### config.mk
export PLATFORM = sky130hd
export DESIGN_NAME = gpst_utc_date_conversion_core
export DESIGN_NICKNAME = d
export VERILOG_FILES = /design/src/hw/rtl/gpstu_pkg.sv /design/src/hw/rtl/gpst_utc_date_conversion_core.sv
export SDC_FILE = /design/constraint.sdc
export NUM_CORES = 2
export LEC_CHECK = 0
export CAP_MARGIN = 5
export CORE_MARGIN = 2
export CORE_UTILIZATION = 50
export CTS_BUF_LIST = sky130_fd_sc_hd__clkbuf_4
export DETAILED_ROUTE_END_ITERATION = 7
export DONT_BUFFER_PORTS = 1
export PLACE_DENSITY = 0.68
export SETUP_SLACK_MARGIN = 0.1
export SLEW_MARGIN = 20
export SYNTH_ARGS = -nofsm -noshare
export SYNTH_HDL_FRONTEND = slang
export SYNTH_SLANG_ARGS = --single-unit
### constraint.sdc
create_clock -name clk -period 31.3 [get_ports clk]
set_input_delay 1.565 -clock clk [delete_from_list [all_inputs] [get_ports clk]]
set_output_delay 1.565 -clock clk [all_outputs]
set_load 0.02 [all_outputs]
### src/hw/rtl/gpstu_pkg.sv
package gpstu_pkg;

    localparam int LEAP_N = 18;

    localparam logic [11:0] LEAP_YEAR [LEAP_N] = '{
        12'd2017, 12'd2015, 12'd2012, 12'd2009, 12'd2006, 12'd1999,
        12'd1997, 12'd1996, 12'd1994, 12'd1993, 12'd1992, 12'd1991,
        12'd1990, 12'd1988, 12'd1985, 12'd1983, 12'd1982, 12'd1981
    };
    localparam logic [3:0] LEAP_MONTH [LEAP_N] = '{
        4'd1, 4'd7, 4'd7, 4'd1, 4'd1, 4'd1, 4'd7, 4'd1, 4'd7,
        4'd7, 4'd7, 4'd1, 4'd1, 4'd1, 4'd7, 4'd7, 4'd7, 4'd7
    };
    localparam logic [4:0] LEAP_COUNT [LEAP_N] = '{
        5'd18, 5'd17, 5'd16, 5'd15, 5'd14, 5'd13, 5'd12, 5'd11, 5'd10,
        5'd9, 5'd8, 5'd7, 5'd6, 5'd5, 5'd4, 5'd3, 5'd2, 5'd1
    };

    // floor(30.6001 * n) for n = 0..31
    localparam logic [9:0] MTERM_TAB [32] = '{
        10'd0,   10'd30,  10'd61,  10'd91,  10'd122, 10'd153, 10'd183, 10'd214,
        10'd244, 10'd275, 10'd306, 10'd336, 10'd367, 10'd397, 10'd428, 10'd459,
        10'd489, 10'd520, 10'd550, 10'd581, 10'd612, 10'd642, 10'd673, 10'd703,
        10'd734, 10'd765, 10'd795, 10'd826, 10'd856, 10'd887, 10'd918, 10'd948
    };

    localparam int US_PER_S    = 1000000;
    localparam int S_PER_DAY   = 86400;
    localparam int S_PER_HOUR  = 3600;
    localparam int S_PER_MIN   = 60;
    localparam int JD_BIAS     = 1537;
    localparam int ALPHA_DIV   = 146097;
    localparam int ALPHA_SHIFT = 5;            // offset in multiples of ALPHA_DIV
    localparam int ALPHA_BASE  = 7468865 - ALPHA_SHIFT * ALPHA_DIV;
    localparam int C_DIV       = 7305;
    localparam int E_DIV       = 306001;

    // reciprocal constants floor(2^k / divisor)
    localparam int RCP_US   = 67;    // k = 26
    localparam int RCP_HOUR = 36;    // k = 17
    localparam int RCP_MIN  = 68;    // k = 12
    localparam int RCP_ALPH = 57;    // k = 23
    localparam int RCP_C    = 9186;  // k = 26
    localparam int RCP_E    = 109;   // k = 25

endpackage

### src/hw/rtl/gpst_utc_date_conversion_core.sv
// Channel  Handshake             Word
// in       in_valid / in_ready   kind, in_year .. in_second_us
// out      out_valid / out_ready out_year .. out_second_us, leap_applied
//
// Thirteen register stages; one word enters per cycle while the pipe advances.
// Depth is set by the chain of reciprocal divisions of the date back conversion.
// Reset clears only the stage valid bits.
// The whole pipe advances when the output register is empty or taken;
// in_ready follows that advance, so a stall holds every stage.
module gpst_utc_date_conversion_core (
    input  logic        clk,
    input  logic        rst_n,
    input  logic        in_valid,
    output logic        in_ready,
    input  logic        kind,
    input  logic [11:0] in_year,
    input  logic [3:0]  in_month,
    input  logic [4:0]  in_day,
    input  logic [4:0]  in_hour,
    input  logic [5:0]  in_minute,
    input  logic [25:0] in_second_us,
    output logic        out_valid,
    input  logic        out_ready,
    output logic [11:0] out_year,
    output logic [3:0]  out_month,
    output logic [4:0]  out_day,
    output logic [4:0]  out_hour,
    output logic [5:0]  out_minute,
    output logic [25:0] out_second_us,
    output logic [4:0]  leap_applied
);

    logic        adv;
    logic [13:1] vld_reg;

    assign adv       = !vld_reg[13] || out_ready;
    assign in_ready  = adv;
    assign out_valid = vld_reg[13];

    always_ff @(posedge clk or negedge rst_n)
    begin
        if (!rst_n)
            vld_reg <= '0;
        else if (adv)
            vld_reg <= {vld_reg[12:1], in_valid};
    end

    // ---------------- stage 1: leap lookup, day-count product
    logic [20:0] key;
    logic [4:0]  leap_c;
    logic        early;
    logic [13:0] ysum;
    logic [4:0]  midx;
    logic [32:0] s0_prod;

    always_comb
    begin
        key    = {in_year, in_month, in_day};
        leap_c = '0;
        for (int i = gpstu_pkg::LEAP_N - 1; i >= 0; i--)
        begin
            if (key >= {gpstu_pkg::LEAP_YEAR[i], gpstu_pkg::LEAP_MONTH[i], 5'd1})
                leap_c = gpstu_pkg::LEAP_COUNT[i];
        end
        early   = (in_month <= 4'd2);
        ysum    = {2'b0, in_year} + (early ? 14'd4715 : 14'd4716);
        midx    = early ? ({1'b0, in_month} + 5'd13) : ({1'b0, in_month} + 5'd1);
        s0_prod = {7'b0, in_second_us} * 33'(gpstu_pkg::RCP_US);
    end

    logic        s1_kind_reg;
    logic [4:0]  s1_leap_reg;
    logic [24:0] s1_proda_reg;
    logic [9:0]  s1_mterm_reg;
    logic [4:0]  s1_day_reg;
    logic [4:0]  s1_hour_reg;
    logic [5:0]  s1_min_reg;
    logic [25:0] s1_sus_reg;
    logic [6:0]  s1_s0_reg;

    always_ff @(posedge clk)
    begin
        if (adv)
        begin
            s1_kind_reg  <= kind;
            s1_leap_reg  <= leap_c;
            s1_proda_reg <= {11'b0, ysum} * 25'd1461;
            s1_mterm_reg <= gpstu_pkg::MTERM_TAB[midx];
            s1_day_reg   <= in_day;
            s1_hour_reg  <= in_hour;
            s1_min_reg   <= in_minute;
            s1_sus_reg   <= in_second_us;
            s1_s0_reg    <= s0_prod[32:26];
        end
    end

    // ---------------- stage 2: day number, split seconds
    logic [22:0] jd_sum;
    logic [26:0] sur;
    logic        s_fix;

    always_comb
    begin
        jd_sum = 23'(s1_proda_reg[24:2]) + 23'(s1_mterm_reg) + 23'(s1_day_reg)
               - 23'(gpstu_pkg::JD_BIAS);
        sur    = {1'b0, s1_sus_reg} - {20'b0, s1_s0_reg} * 27'(gpstu_pkg::US_PER_S);
        s_fix  = (sur >= 27'(gpstu_pkg::US_PER_S));
    end

    logic        s2_kind_reg;
    logic [4:0]  s2_leap_reg;
    logic [21:0] s2_jd_reg;
    logic [6:0]  s2_s_reg;
    logic [19:0] s2_us_reg;
    logic [16:0] s2_hm_reg;

    always_ff @(posedge clk)
    begin
        if (adv)
        begin
            s2_kind_reg <= s1_kind_reg;
            s2_leap_reg <= s1_leap_reg;
            s2_jd_reg   <= jd_sum[21:0];
            s2_s_reg    <= s1_s0_reg + {6'b0, s_fix};
            s2_us_reg   <= s_fix ? 20'(sur - 27'(gpstu_pkg::US_PER_S)) : sur[19:0];
            s2_hm_reg   <= {12'b0, s1_hour_reg} * 17'(gpstu_pkg::S_PER_HOUR)
                         + {11'b0, s1_min_reg} * 17'(gpstu_pkg::S_PER_MIN);
        end
    end

    // ---------------- stage 3: apply leap seconds, day rollover
    logic signed [18:0] tsec;
    logic [16:0]        tod_c;
    logic [21:0]        jd2;
    logic [24:0]        xs;

    always_comb
    begin
        tsec = $signed({2'b0, s2_hm_reg}) + $signed({12'b0, s2_s_reg});
        if (s2_kind_reg)
            tsec = tsec + $signed({14'b0, s2_leap_reg});
        else
            tsec = tsec - $signed({14'b0, s2_leap_reg});
        if (tsec < 0)
        begin
            tod_c = 17'(tsec + 19'sd86400);
            jd2   = s2_jd_reg - 22'd1;
        end
        else if (tsec >= 19'(gpstu_pkg::S_PER_DAY))
        begin
            tod_c = 17'(tsec - 19'sd86400);
            jd2   = s2_jd_reg + 22'd1;
        end
        else
        begin
            tod_c = tsec[16:0];
            jd2   = s2_jd_reg;
        end
        xs = {1'b0, jd2, 2'b0} - 25'(gpstu_pkg::ALPHA_BASE);
    end

    logic [4:0]  s3_leap_reg;
    logic [21:0] s3_jd_reg;
    logic [22:0] s3_x_reg;
    logic [16:0] s3_tod_reg;
    logic [19:0] s3_us_reg;

    always_ff @(posedge clk)
    begin
        if (adv)
        begin
            s3_leap_reg <= s2_leap_reg;
            s3_jd_reg   <= jd2;
            s3_x_reg    <= xs[22:0];
            s3_tod_reg  <= tod_c;
            s3_us_reg   <= s2_us_reg;
        end
    end

    // ---------------- stage 4: reciprocal estimates for alpha and hour
    logic [28:0] qprod;
    logic [22:0] hprod;

    assign qprod = {6'b0, s3_x_reg} * 29'(gpstu_pkg::RCP_ALPH);
    assign hprod = {6'b0, s3_tod_reg} * 23'(gpstu_pkg::RCP_HOUR);

    logic [4:0]  s4_leap_reg;
    logic [21:0] s4_jd_reg;
    logic [22:0] s4_x_reg;
    logic [5:0]  s4_q0_reg;
    logic [16:0] s4_tod_reg;
    logic [4:0]  s4_h0_reg;
    logic [19:0] s4_us_reg;

    always_ff @(posedge clk)
    begin
        if (adv)
        begin
            s4_leap_reg <= s3_leap_reg;
            s4_jd_reg   <= s3_jd_reg;
            s4_x_reg    <= s3_x_reg;
            s4_q0_reg   <= qprod[28:23];
            s4_tod_reg  <= s3_tod_reg;
            s4_h0_reg   <= hprod[21:17];
            s4_us_reg   <= s3_us_reg;
        end
    end

    // ---------------- stage 5: correct alpha and hour
    logic [22:0] rq;
    logic [6:0]  q;
    logic [16:0] rh;
    logic        h_fix;

    always_comb
    begin
        rq    = s4_x_reg - 23'({17'b0, s4_q0_reg} * 23'(gpstu_pkg::ALPHA_DIV));
        q     = {1'b0, s4_q0_reg} + {6'b0, (rq >= 23'(gpstu_pkg::ALPHA_DIV))};
        rh    = s4_tod_reg - {12'b0, s4_h0_reg} * 17'(gpstu_pkg::S_PER_HOUR);
        h_fix = (rh >= 17'(gpstu_pkg::S_PER_HOUR));
    end

    logic [4:0]        s5_leap_reg;
    logic [21:0]       s5_jd_reg;
    logic signed [6:0] s5_alpha_reg;
    logic [4:0]        s5_hour_reg;
    logic [11:0]       s5_rmin_reg;
    logic [19:0]       s5_us_reg;

    always_ff @(posedge clk)
    begin
        if (adv)
        begin
            s5_leap_reg  <= s4_leap_reg;
            s5_jd_reg    <= s4_jd_reg;
            s5_alpha_reg <= $signed(q - 7'(gpstu_pkg::ALPHA_SHIFT));
            s5_hour_reg  <= s4_h0_reg + {4'b0, h_fix};
            s5_rmin_reg  <= h_fix ? 12'(rh - 17'(gpstu_pkg::S_PER_HOUR)) : rh[11:0];
            s5_us_reg    <= s4_us_reg;
        end
    end

    // ---------------- stage 6: Gregorian correction, minute estimate
    logic signed [23:0] b_s;
    logic [26:0]        cx;
    logic [18:0]        mprod;

    always_comb
    begin
        b_s   = $signed({2'b0, s5_jd_reg}) + 24'sd1525 + 24'(s5_alpha_reg)
              - 24'(s5_alpha_reg >>> 2);
        cx    = {b_s[22:0], 4'b0} + {2'b0, b_s[22:0], 2'b0} - 27'd2442;
        mprod = {7'b0, s5_rmin_reg} * 19'(gpstu_pkg::RCP_MIN);
    end

    logic [4:0]  s6_leap_reg;
    logic [21:0] s6_b_reg;
    logic [25:0] s6_cx_reg;
    logic [4:0]  s6_hour_reg;
    logic [11:0] s6_rmin_reg;
    logic [5:0]  s6_m0_reg;
    logic [19:0] s6_us_reg;

    always_ff @(posedge clk)
    begin
        if (adv)
        begin
            s6_leap_reg <= s5_leap_reg;
            s6_b_reg    <= b_s[21:0];
            s6_cx_reg   <= cx[25:0];
            s6_hour_reg <= s5_hour_reg;
            s6_rmin_reg <= s5_rmin_reg;
            s6_m0_reg   <= mprod[17:12];
            s6_us_reg   <= s5_us_reg;
        end
    end

    // ---------------- stage 7: year estimate, correct minute
    logic [39:0] cprod;
    logic [11:0] rs;
    logic        m_fix;

    always_comb
    begin
        cprod = {14'b0, s6_cx_reg} * 40'(gpstu_pkg::RCP_C);
        rs    = s6_rmin_reg - {6'b0, s6_m0_reg} * 12'(gpstu_pkg::S_PER_MIN);
        m_fix = (rs >= 12'(gpstu_pkg::S_PER_MIN));
    end

    logic [4:0]  s7_leap_reg;
    logic [21:0] s7_b_reg;
    logic [25:0] s7_cx_reg;
    logic [13:0] s7_c0_reg;
    logic [4:0]  s7_hour_reg;
    logic [5:0]  s7_min_reg;
    logic [5:0]  s7_sec_reg;
    logic [19:0] s7_us_reg;

    always_ff @(posedge clk)
    begin
        if (adv)
        begin
            s7_leap_reg <= s6_leap_reg;
            s7_b_reg    <= s6_b_reg;
            s7_cx_reg   <= s6_cx_reg;
            s7_c0_reg   <= cprod[39:26];
            s7_hour_reg <= s6_hour_reg;
            s7_min_reg  <= s6_m0_reg + {5'b0, m_fix};
            s7_sec_reg  <= m_fix ? 6'(rs - 12'(gpstu_pkg::S_PER_MIN)) : rs[5:0];
            s7_us_reg   <= s6_us_reg;
        end
    end

    // ---------------- stage 8: correct year count, rebuild microseconds
    logic [25:0] rc;

    assign rc = s7_cx_reg - {12'b0, s7_c0_reg} * 26'(gpstu_pkg::C_DIV);

    logic [4:0]  s8_leap_reg;
    logic [21:0] s8_b_reg;
    logic [13:0] s8_c_reg;
    logic [4:0]  s8_hour_reg;
    logic [5:0]  s8_min_reg;
    logic [25:0] s8_secus_reg;

    always_ff @(posedge clk)
    begin
        if (adv)
        begin
            s8_leap_reg  <= s7_leap_reg;
            s8_b_reg     <= s7_b_reg;
            s8_c_reg     <= s7_c0_reg + {13'b0, (rc >= 26'(gpstu_pkg::C_DIV))};
            s8_hour_reg  <= s7_hour_reg;
            s8_min_reg   <= s7_min_reg;
            s8_secus_reg <= {20'b0, s7_sec_reg} * 26'(gpstu_pkg::US_PER_S)
                          + {6'b0, s7_us_reg};
        end
    end

    // ---------------- stage 9: day within the year count
    logic [24:0] dprod;
    logic [21:0] bd_full;

    always_comb
    begin
        dprod   = {11'b0, s8_c_reg} * 25'd1461;
        bd_full = s8_b_reg - {1'b0, dprod[22:2]};
    end

    logic [4:0]  s9_leap_reg;
    logic [10:0] s9_bd_reg;
    logic [13:0] s9_c_reg;
    logic [4:0]  s9_hour_reg;
    logic [5:0]  s9_min_reg;
    logic [25:0] s9_secus_reg;

    always_ff @(posedge clk)
    begin
        if (adv)
        begin
            s9_leap_reg  <= s8_leap_reg;
            s9_bd_reg    <= bd_full[10:0];
            s9_c_reg     <= s8_c_reg;
            s9_hour_reg  <= s8_hour_reg;
            s9_min_reg   <= s8_min_reg;
            s9_secus_reg <= s8_secus_reg;
        end
    end

    // ---------------- stage 10: scale for month estimate
    logic [4:0]  s10_leap_reg;
    logic [10:0] s10_bd_reg;
    logic [24:0] s10_ex_reg;
    logic [13:0] s10_c_reg;
    logic [4:0]  s10_hour_reg;
    logic [5:0]  s10_min_reg;
    logic [25:0] s10_secus_reg;

    always_ff @(posedge clk)
    begin
        if (adv)
        begin
            s10_leap_reg  <= s9_leap_reg;
            s10_bd_reg    <= s9_bd_reg;
            s10_ex_reg    <= {14'b0, s9_bd_reg} * 25'd10000;
            s10_c_reg     <= s9_c_reg;
            s10_hour_reg  <= s9_hour_reg;
            s10_min_reg   <= s9_min_reg;
            s10_secus_reg <= s9_secus_reg;
        end
    end

    // ---------------- stage 11: month estimate
    logic [31:0] eprod;

    assign eprod = {7'b0, s10_ex_reg} * 32'(gpstu_pkg::RCP_E);

    logic [4:0]  s11_leap_reg;
    logic [10:0] s11_bd_reg;
    logic [24:0] s11_ex_reg;
    logic [6:0]  s11_e0_reg;
    logic [13:0] s11_c_reg;
    logic [4:0]  s11_hour_reg;
    logic [5:0]  s11_min_reg;
    logic [25:0] s11_secus_reg;

    always_ff @(posedge clk)
    begin
        if (adv)
        begin
            s11_leap_reg  <= s10_leap_reg;
            s11_bd_reg    <= s10_bd_reg;
            s11_ex_reg    <= s10_ex_reg;
            s11_e0_reg    <= eprod[31:25];
            s11_c_reg     <= s10_c_reg;
            s11_hour_reg  <= s10_hour_reg;
            s11_min_reg   <= s10_min_reg;
            s11_secus_reg <= s10_secus_reg;
        end
    end

    // ---------------- stage 12: correct month estimate
    logic [24:0] re;

    assign re = s11_ex_reg - {18'b0, s11_e0_reg} * 25'(gpstu_pkg::E_DIV);

    logic [4:0]  s12_leap_reg;
    logic [10:0] s12_bd_reg;
    logic [6:0]  s12_e_reg;
    logic [13:0] s12_c_reg;
    logic [4:0]  s12_hour_reg;
    logic [5:0]  s12_min_reg;
    logic [25:0] s12_secus_reg;

    always_ff @(posedge clk)
    begin
        if (adv)
        begin
            s12_leap_reg  <= s11_leap_reg;
            s12_bd_reg    <= s11_bd_reg;
            s12_e_reg     <= s11_e0_reg + {6'b0, (re >= 25'(gpstu_pkg::E_DIV))};
            s12_c_reg     <= s11_c_reg;
            s12_hour_reg  <= s11_hour_reg;
            s12_min_reg   <= s11_min_reg;
            s12_secus_reg <= s11_secus_reg;
        end
    end

    // ---------------- stage 13: output word
    logic [10:0]       day_full;
    logic signed [7:0] month_full;
    logic [13:0]       year_full;

    always_comb
    begin
        day_full   = s12_bd_reg - {1'b0, gpstu_pkg::MTERM_TAB[s12_e_reg[4:0]]};
        month_full = (s12_e_reg < 7'd14) ? $signed({1'b0, s12_e_reg} - 8'd1)
                                         : $signed({1'b0, s12_e_reg} - 8'd13);
        year_full  = (month_full > 8'sd2) ? (s12_c_reg - 14'd4716)
                                          : (s12_c_reg - 14'd4715);
    end

    logic [11:0] out_year_reg;
    logic [3:0]  out_month_reg;
    logic [4:0]  out_day_reg;
    logic [4:0]  out_hour_reg;
    logic [5:0]  out_minute_reg;
    logic [25:0] out_second_us_reg;
    logic [4:0]  leap_applied_reg;

    always_ff @(posedge clk)
    begin
        if (adv)
        begin
            out_year_reg      <= year_full[11:0];
            out_month_reg     <= month_full[3:0];
            out_day_reg       <= day_full[4:0];
            out_hour_reg      <= s12_hour_reg;
            out_minute_reg    <= s12_min_reg;
            out_second_us_reg <= s12_secus_reg;
            leap_applied_reg  <= s12_leap_reg;
        end
    end

    assign out_year      = out_year_reg;
    assign out_month     = out_month_reg;
    assign out_day       = out_day_reg;
    assign out_hour      = out_hour_reg;
    assign out_minute    = out_minute_reg;
    assign out_second_us = out_second_us_reg;
    assign leap_applied  = leap_applied_reg;

endmodule

==> impl_metrics.json <==
{
  "status": "finished, final reports clean",
  "cts.clk_slew.worst_paths_ns": 0.07,
  "post-route-cell-area_um2": 81100,
  "cts_buffers": 289,
  "yosys.area.top_type": "edfxtp_1",
  "netlist_area_um2": 75100,
  "synth_edf_count": 1002,
  "synth_cell_type_count": 93,
  "place_hpwl_um": 105000,
  "grt-ovfl-total": 0,
  "cts_max_level": 5,
  "min_period_ns": 7.46,
  "cts.sinks": 1015,
  "cp_max_fo": 14,
  "fp.dieH_um": 392,
  "cts_tree": "yes",
  "finalCritPeriodShare": 0.238,
  "whs_path_depth": 0,
  "regToRegEndpoint": "s3_x_reg[22]$_DFFE_PP_",
  "arrival_ns": 8.35,
  "coreArea_um2": 150000,
  "drive_above_1_share": 0.0793,
  "path_buf_inv": 1,
  "crit_start": "s2_s_reg[2]$_DFFE_PP_",
  "relSlewSlack": 0.281,
  "placed_area_um2": 77600,
  "crit_required_ns": 32.19,
  "r2r_cells": 23,
  "synth_fp_nets": 8003,
  "initial_core_util": 0.502,
  "maxCapViolCount": 0,
  "drtAntennaViolNets": 0,
  "dr.pass1.iters": 6,
  "ys_seq_area_frac": 0.405,
  "rsz0062_at_grt": "no",
  "worstSetupStartpointType": "flip-flop",
  "tns_ns": 0,
  "rrSetupSlack_ns": 23.84,
  "place_congestion": 0.871,
  "post_drt_wl_per_cell_um": 15.5,
  "finalNetCount": 8266,
  "clockRootBuffer": "clkbuf_4",
  "crit_path_end_kind": "flip-flop",
  "fin_util": 0.542,
  "avgSynthCellArea_um2": 12.0,
  "fin_ws_ns": 23.84,
  "drt_wl_total_um": 135000,
  "hold_violations": 0,
  "crit_slowest_cell": "or4b_4",
  "post-place-ws_ns": 22.72,
  "clkLatencyLatePin_ns": 1.18,
  "rows": 142,
  "cp.depth": 23,
  "viasPerCell": 5.20,
  "synth.area.top_cells": "edfxtp_1, ha_1, fa_1",
  "drv_slew": 0,
  "crit_path_end": "s3_x_reg[22]$_DFFE_PP_",
  "die_width_um": 392,
  "path_common_cell": "a21oi_1",
  "max_freq_mhz": 134,
  "clock_path_buffers": 4,
  "grt_usage": 0.183,
  "synth_top_area_share": 0.400,
  "cts_resized": 0,
  "synth_flop_cell": "edfxtp_1",
  "synth_common_cells": "ha_1, inv_1, edfxtp_1, fa_1, xnor2_1",
  "hold_path_class": "flip-flop to flip-flop",
  "grt_pass1_wl_um": 229000,
  "dr.first_iter.drc_count": 2345,
  "ctsHoldBuffers": 1,
  "setup_viol_count_final": 0,
  "ys_seq_elements": 1015,
  "critical_path_class": "flip-flop to flip-flop",
  "synth_cells": 6259,
  "drcViolationCount": 0,
  "clock_skew_ns": 0.108,
  "vias": 45300,
  "cpPeakStageDelay_ns": 0.63,
  "grt_max_degree": 180,
  "async_reset_ff_frac": 0.0128,
  "area_growth_pct": 7.88,
  "tightest_slew_ns": 1.08,
  "pin_count": 128,
  "antenna_found_initial": 3,
  "yosysMostFrequentCell": "ha_1",
  "path_cells": "ha_1 -> fa_1 -> a21o_1 -> a21oi_1 -> nor2b_1 -> o2111ai_1 -> nor2_1 -> xor2_1 -> ha_1 -> or2_2 -> a21oi_1 -> a221oi_1 -> o31a_1 -> and3_1 -> or4b_4 -> nor4_4 -> nor3_1 -> buf_4 -> o311ai_0 -> a21oi_1 -> nand4_1 -> nand3_1 -> or4_1",
  "grt_pass1_vias": 46800,
  "post_cts_buffers": 0,
  "fillCellCount": 12900,
  "crit_family": "simple AND/OR/NAND/NOR gates",
  "placement.io_buffers": 0,
  "ys_warn_count": 0,
  "die_area_um2": 153000,
  "rr_startpoint": "s2_s_reg[2]$_DFFE_PP_"
}
## layout by cell type, fill, tap and decap left out, types with 26 or more instances in the layout
cell type	n
clkbuf_4	400
nand2b_1	52
nand3_1	79
nor2b_1	34
and3_1	40
and2_1	26
o21ai_0	188
clkinv_1	40
a21boi_0	26
nand4_1	32
xor2_1	122
nor2_1	246
fa_1	495
a211oi_1	33
or2_2	29
ha_1	1186
nor3_1	110
edfxtp_1	1002
o21a_1	46
a21o_1	92
nand2_1	200
xnor2_1	320
o21bai_1	69
a21oi_1	271
o211ai_1	30
a31oi_1	48
or3_1	39
inv_1	1087
## per-layer routing
metal / GRT usage / vias up / routed length (µm)
li1: - / 22600 / -
met1: 0.242 / 21700 / 61900
met2: 0.303 / 810 / 64600
met3: 0.0323 / 266 / 5160
met4: 0.0641 / 0 / 3650
met5: 0 / - / 0
## metrics by stage
| stage | hold WS (ns) | instances |
|---|---|---|
| after global routing | 0.329 | 8713 |
| after detailed placement | 0.405 | 8246 |
| after floorplan | 0.400 | 6259 |
| after CTS | 0.299 | 8708 |
| after global placement | 0.401 | 8246 |
| final | 0.350 | 8713 |
## worst min path at each step
stage                     slack (ns)                           to                          from
after floorplan                 0.40    leap_applied[0]$_DFFE_PP_     s12_leap_reg[0]$_DFFE_PP_
after global placement          0.40     s2_leap_reg[4]$_DFFE_PP_  s1_leap_reg[4]$_SDFFCE_PP1P_
after detailed placement        0.40  out_second_us[25]$_DFFE_PP_   s12_secus_reg[25]$_DFFE_PP_
after CTS                       0.30      s1_min_reg[2]$_DFFE_PP_                  in_minute[2]
after global routing            0.33      s1_day_reg[3]$_DFFE_PP_                     in_day[3]
final                           0.35      s5_jd_reg[18]$_DFFE_PP_       s4_jd_reg[18]$_DFFE_PP_
## kinds of logic after synthesis
group,count (synthesis),share of synthesized area
XOR/XNOR,445,0.0521
buffers and inverters,1130,0.0567
flip-flops,1015,0.405
multiplexers,45,0.00716
AND/OR/NAND/NOR,960,0.0638
adder cells (fa/ha/maj),1681,0.329
AO/OA/AOI/OAI,983,0.0861
## cell type report
| type | instances | area [µm²] | share of cell area |
|---|---|---|---|
| tap | 2016 | 2520 | 0.0311 |
| antenna | 5 | 12.5 | 0.000154 |
| clock inverter | 61 | 379 | 0.00468 |
| timing repair buffer | 13 | 150 | 0.00185 |
| sequential | 1015 | 30400 | 0.375 |
| clock buffer | 400 | 3000 | 0.0370 |
| multi-input combinational | 4114 | 40500 | 0.499 |
| inverter | 1089 | 4090 | 0.0504 |
## worst reg2reg max path, stage by stage (launching register included)
cell,delay (ns)
edfxtp_1,0.36
ha_1,0.23
fa_1,0.40
a21o_1,0.17
a21oi_1,0.21
nor2b_1,0.09
o2111ai_1,0.44
nor2_1,0.10
xor2_1,0.16
ha_1,0.41
or2_2,0.34
a21oi_1,0.27
a221oi_1,0.13
o31a_1,0.29
and3_1,0.35
or4b_4,0.64
nor4_4,0.55
nor3_1,0.11
buf_4,0.22
o311ai_0,0.56
a21oi_1,0.40
nand4_1,0.21
nand3_1,0.09
or4_1,0.48
Power is not shown: default switching activity piles up to over one toggle a cycle in this logic, so the estimate is an artifact.
